File: src/hw/rtl/bpa_pkg.sv
// ----------------------------------------------------------------------------
// bpa_pkg
// Shared constants, types and helper functions of the bitmap page allocator.
// ----------------------------------------------------------------------------
`default_nettype none

package bpa_pkg;

   localparam int NUM_PAGES      = 8192;
   localparam int RESERVED_PAGES = 1024;

   localparam int PAGE_W     = 13;
   localparam int WORD_BITS  = 32;
   localparam int BIT_W      = $clog2(WORD_BITS);
   localparam int NUM_WORDS  = (NUM_PAGES + WORD_BITS - 1) / WORD_BITS;
   localparam int ROW_W      = $clog2(NUM_WORDS);
   localparam int PAGE_IDX_W = ROW_W + BIT_W;

   localparam logic MODE_ALLOC = 1'b0;
   localparam logic MODE_FREE  = 1'b1;

   localparam logic STATUS_DONE      = 1'b0;
   localparam logic STATUS_EXHAUSTED = 1'b1;

   typedef enum logic [2:0] {
      ST_INIT,
      ST_IDLE,
      ST_SCAN,
      ST_ALLOC_WR,
      ST_FREE_RD,
      ST_FREE_WR,
      ST_RESP
   } bpa_state_type;

   typedef struct packed {
      logic req_ready;
      logic init_wr;
      logic scan_clr;
      logic scan_en;
      logic alloc_wr;
      logic free_rd;
      logic free_wr;
      logic exhaust;
      logic rsp_load;
   } bpa_cmd_type;

   typedef struct packed {
      logic req_valid;
      logic req_mode;
      logic req_page_ok;
      logic init_last;
      logic scan_hit;
      logic scan_miss_end;
      logic rsp_free;
   } bpa_sts_type;

   // busy pattern of one map row straight after reset; bits past the map stay busy
   function automatic logic [WORD_BITS-1:0] row_reset_value(input logic [ROW_W-1:0] row);
      logic [WORD_BITS-1:0] val;
      logic [31:0]          idx;
      val = '0;
      for (int b = 0; b < WORD_BITS; b++) begin
         idx    = 32'(row) * 32'(WORD_BITS) + 32'(b);
         val[b] = (idx < 32'(RESERVED_PAGES)) || (idx >= 32'(NUM_PAGES));
      end
      return val;
   endfunction

   // position of the lowest clear bit
   function automatic logic [BIT_W-1:0] first_zero(input logic [WORD_BITS-1:0] word);
      logic [BIT_W-1:0] pos;
      pos = '0;
      for (int i = WORD_BITS - 1; i >= 0; i--) begin
         if (!word[i]) begin
            pos = BIT_W'(i);
         end
      end
      return pos;
   endfunction

endpackage

`default_nettype wire

File: src/hw/rtl/bpa_ctrl.sv
// ----------------------------------------------------------------------------
// bpa_ctrl
// Sequencer: map clearing pass, first-fit scan, free read-modify-write.
// ----------------------------------------------------------------------------
`default_nettype none

module bpa_ctrl (
   input  logic                 clock,
   input  logic                 reset,
   input  bpa_pkg::bpa_sts_type sts,
   output bpa_pkg::bpa_cmd_type cmd
);
   import bpa_pkg::*;

   bpa_state_type state_ff, state_in;

   always_ff @(posedge clock) begin
      if (reset) begin
         state_ff <= ST_INIT;
      end else begin
         state_ff <= state_in;
      end
   end

   always_comb begin
      state_in = state_ff;
      case (state_ff)
         ST_INIT: begin
            if (sts.init_last) begin
               state_in = ST_IDLE;
            end
         end
         ST_IDLE: begin
            if (sts.req_valid) begin
               if (sts.req_mode == MODE_ALLOC) begin
                  state_in = ST_SCAN;
               end else if (sts.req_page_ok) begin
                  state_in = ST_FREE_RD;
               end else begin
                  state_in = ST_RESP;
               end
            end
         end
         ST_SCAN: begin
            if (sts.scan_hit) begin
               state_in = ST_ALLOC_WR;
            end else if (sts.scan_miss_end) begin
               state_in = ST_RESP;
            end
         end
         ST_ALLOC_WR: state_in = ST_RESP;
         ST_FREE_RD:  state_in = ST_FREE_WR;
         ST_FREE_WR:  state_in = ST_RESP;
         ST_RESP: begin
            if (sts.rsp_free) begin
               state_in = ST_IDLE;
            end
         end
         default: state_in = ST_INIT;
      endcase
   end

   always_comb begin
      cmd = '0;
      case (state_ff)
         ST_INIT: cmd.init_wr = 1'b1;
         ST_IDLE: begin
            cmd.req_ready = 1'b1;
            cmd.scan_clr  = 1'b1;
         end
         ST_SCAN: begin
            cmd.scan_en = 1'b1;
            cmd.exhaust = !sts.scan_hit && sts.scan_miss_end;
         end
         ST_ALLOC_WR: cmd.alloc_wr = 1'b1;
         ST_FREE_RD:  cmd.free_rd  = 1'b1;
         ST_FREE_WR:  cmd.free_wr  = 1'b1;
         ST_RESP:     cmd.rsp_load = sts.rsp_free;
         default:     cmd = '0;
      endcase
   end

endmodule

`default_nettype wire

File: config.mk
export PLATFORM = sky130hd
export DESIGN_NAME = bpa_ctrl
export DESIGN_NICKNAME = d
export VERILOG_FILES = /design/src/hw/rtl/bpa_pkg.sv /design/src/hw/rtl/bpa_ctrl.sv
export SDC_FILE = /design/constraint.sdc
export NUM_CORES = 1
export LEC_CHECK = 0
export BUFFER_PORTS_ARGS = -buffer_cell sky130_fd_sc_hd__buf_2
export CAP_MARGIN = 20
export CELL_PAD_IN_SITES_DETAIL_PLACEMENT = 2
export CELL_PAD_IN_SITES_GLOBAL_PLACEMENT = 2
export CORE_MARGIN = 5
export CORE_UTILIZATION = 23
export CTS_CLUSTER_DIAMETER = 50
export DETAILED_ROUTE_END_ITERATION = 16
export PLACE_DENSITY = 0.81
export SYNTH_ARGS = -nofsm -noshare
export SYNTH_HDL_FRONTEND = slang
export SYNTH_SLANG_ARGS = --single-unit
File: constraint.sdc
create_clock -name clock -period 1.85 [get_ports clock]
set_input_delay 0.4625 -clock clock [delete_from_list [all_inputs] [get_ports clock]]
set_output_delay 0.4625 -clock clock [all_outputs]
set_load 0.05 [all_outputs]
==> results.md <==
* Status: complete, no violations
* Initial Util at 0.245
* DR vias/cell at around 5
* Skew final at between 5 and 6 ps
* Deepest clock path buffer count at 2
* Drt pass-1 iters at 4
* Startpoint Class: flip-flop
* Sequential area share after synthesis at 0.186
* Cell Count, Final, Fillers Out at 72
* Largest net degree at the start of global routing at 13
* # diodes at 0
* Worst setup EP type: output pin
* Final antenna-violating net count at 0
* VDD IR max at ~0.6 mV
* Worst Max-Slew Pin Slew at 264 ps
* CTS buffer count at 3
* Slew HR at 0.824
* Min cycle time layout at 1760 ps
* Die area at approximately 0.0023 mm²
* Critical Path AT at between 1000 and 1500 ps
* Gr usage total at 0.114
* CTS tree: yes
* Hold depth at 2
* Hpwl dp at 800 µm
* Post-Synthesis Cells at 37
* Clk_lat worst skew at roughly 240 ps
* Hold_buf cts at 0
* DRC Markers at 0
* Unique masters post-synth at 26
* Finished Cell Area at approximately 460 µm²
* Port bufs at 17
* Core outline area at roughly 0.0013 mm²
* Routed WL per cell at ~15 µm
* Placed insts at 68
* Synth Warn # at 0
* Cell area after synthesis at ~320 µm²
* Hold Fails Final Rpt at 0
* Root buffer cell: clkbuf_4
* Critical Path RT at ~1400 ps
* Pwr dens at 1730 mW/mm²
* Initial antenna violation count at 0
* Via count at ~360
* RD Place Congestion at between 0.6 and 0.7
* HP Class: input port to flip-flop
* Routed wire length at between 1 and 1.5 mm
* Hold path startpoint: reset
* Reg2Reg Launch Point: state_ff[2]
* Yosys reg bits at 3
* Layout Utilization at 0.352
* Die W at 47.5 µm
* Worst hold endpoint: state_ff[2]
* Setup CP Type: flip-flop to output pin
* # rows at 13
* Fin nets at 67
* Synthesis-to-layout area growth at 43.8%
* Die Height at ~47 µm
* Placed cell area at 434 µm²
* Max reg flops at 3
* Net Count, Synth at 46
* Flop-to-flop setup slack at slightly below 700 ps
* Global-route wire length before repair at 1.67 mm
* Htree depth at 1
* Max Slew Vio Count at 0
* Global route overflow at 0
* RSZ-0062 raised after global routing: no
* Fmax at roughly 570 MHz
* Synthesized area per cell at 8.72 µm²
* Largest regs: state_ff (3)
* Reg2reg path depth at 4
* DRT iter0 DRCs at 2
* Setup Viol. Count Final at 0
* Leak pwr at roughly 0.23 nW
* Layout cells sized above 1 at 0.614
* Clock sink count at 3
* Top reg by flops: state_ff
* Vias in the first global route at between 300 and 400
* Reg-to-reg endpoint: state_ff[2]
* CP Max Fanout at 9
* Fin crit share at 0.950
* Top-level I/O count at 18
* Maxcap violations at 0
* Worst-path clk slew at 40 ps
* Setup TNS at 0 ps
-- cell usage in the layout, fill, tap and decap left out, types with 2 or more instances in the layout --
| master | Yosys | layout |
|---|---|---|
| nor3_2 | 1 | 2 |
| nand2_1 | 3 | 3 |
| dfxtp_2 | 0 | 3 |
| buf_2 | 1 | 17 |
| nor3b_2 | 2 | 2 |
| buf_4 | 2 | 3 |
| a21oi_1 | 2 | 2 |
| clkbuf_4 | 0 | 3 |
| nor2_1 | 5 | 5 |
-- synth_stat cells (all sizes together) --
library cell | count | share of area
nor2 | 5 | 0.058
buf | 4 | 0.097
nand2 | 4 | 0.054
dfxtp | 3 | 0.19
nor3b | 3 | 0.10
a21oi | 2 | 0.031
nor3 | 2 | 0.046
o21ai | 2 | 0.043
a2111oi | 1 | 0.085
a211o | 1 | 0.027
and2 | 1 | 0.019
and2b | 1 | 0.023
and3 | 1 | 0.019
and3b | 1 | 0.027
and4b | 1 | 0.031
mux2i | 1 | 0.031
nor2b | 1 | 0.019
o211a | 1 | 0.031
o21bai | 1 | 0.023
o2bb2ai | 1 | 0.046
-- what timing repair did --
| action | CTS | global route |
|---|---|---|
| buffers inserted | 0 | 0 |
| gates resized for setup | 2 | 1 |
| setup endpoints to repair | 7 | 3 |
-- stage by stage --
step           hold WS (ps)  setup slack [ps]  total power, mW
2_1_floorplan           527              41.0            0.578
3_3_place_gp            699               216            0.667
3_5_place_dp            704               198            0.677
4_1_cts                 447              15.4            0.815
5_1_grt                 463              20.7            0.857
6_report                450              92.7            0.802
-- final cells by class --
cell class              count  area, µm²
well taps                  15       18.8
flip-flops and latches      3       63.8
multi-input cells          30        248
fillers                   153        853
clock buffers               4       26.3
repair buffers             20        108
-- cells by family after synthesis --
group                  Yosys count  share of synthesized area
AOI/OAI and AO/OA                9                      0.287
buffers and inverters            4                     0.0969
DFF                              3                      0.186
muxes                            1                     0.0310
and+or+nand+nor                 20                      0.399
-- worst max-delay path: stages (launching register included) --
cell and delay [ps]:
dfxtp_2 360, buf_4 170, nor3b_4 220, buf_2 310
-- power by group --
part / leakage, nW / total, mW / internal [mW] / switching, mW
combinational: 0.190 / 0.516 / 0.180 / 0.335
clock: 0.0150 / 0.119 / 0.0810 / 0.0378
sequential: 0.0258 / 0.167 / 0.0932 / 0.0742
total: 0.231 / 0.802 / 0.355 / 0.447
-- layer usage --
layer | routed length, µm | up-vias | global-route usage
met5 | 0 | - | 0
met4 | 8 | 0 | 0.0497
met3 | 54 | 2 | 0.0564
met2 | 626 | 9 | 0.203
met1 | 419 | 176 | 0.110
li1 | - | 174 | -
-- how the worst max path moves through the flow --
stage / cells after the start / end / slack, ps / from
final: 3 / cmd[8] / 90 / state_ff[1]
after detailed placement: 2 / cmd[8] / 200 / state_ff[0]
after floorplan: 3 / cmd[8] / 40 / state_ff[0]
after global placement: 2 / cmd[6] / 220 / state_ff[0]
after CTS: 3 / cmd[8] / 20 / state_ff[1]
after global routing: 3 / cmd[1] / 20 / state_ff[2]
No activity file was read; power rests on OpenSTA's default activity.
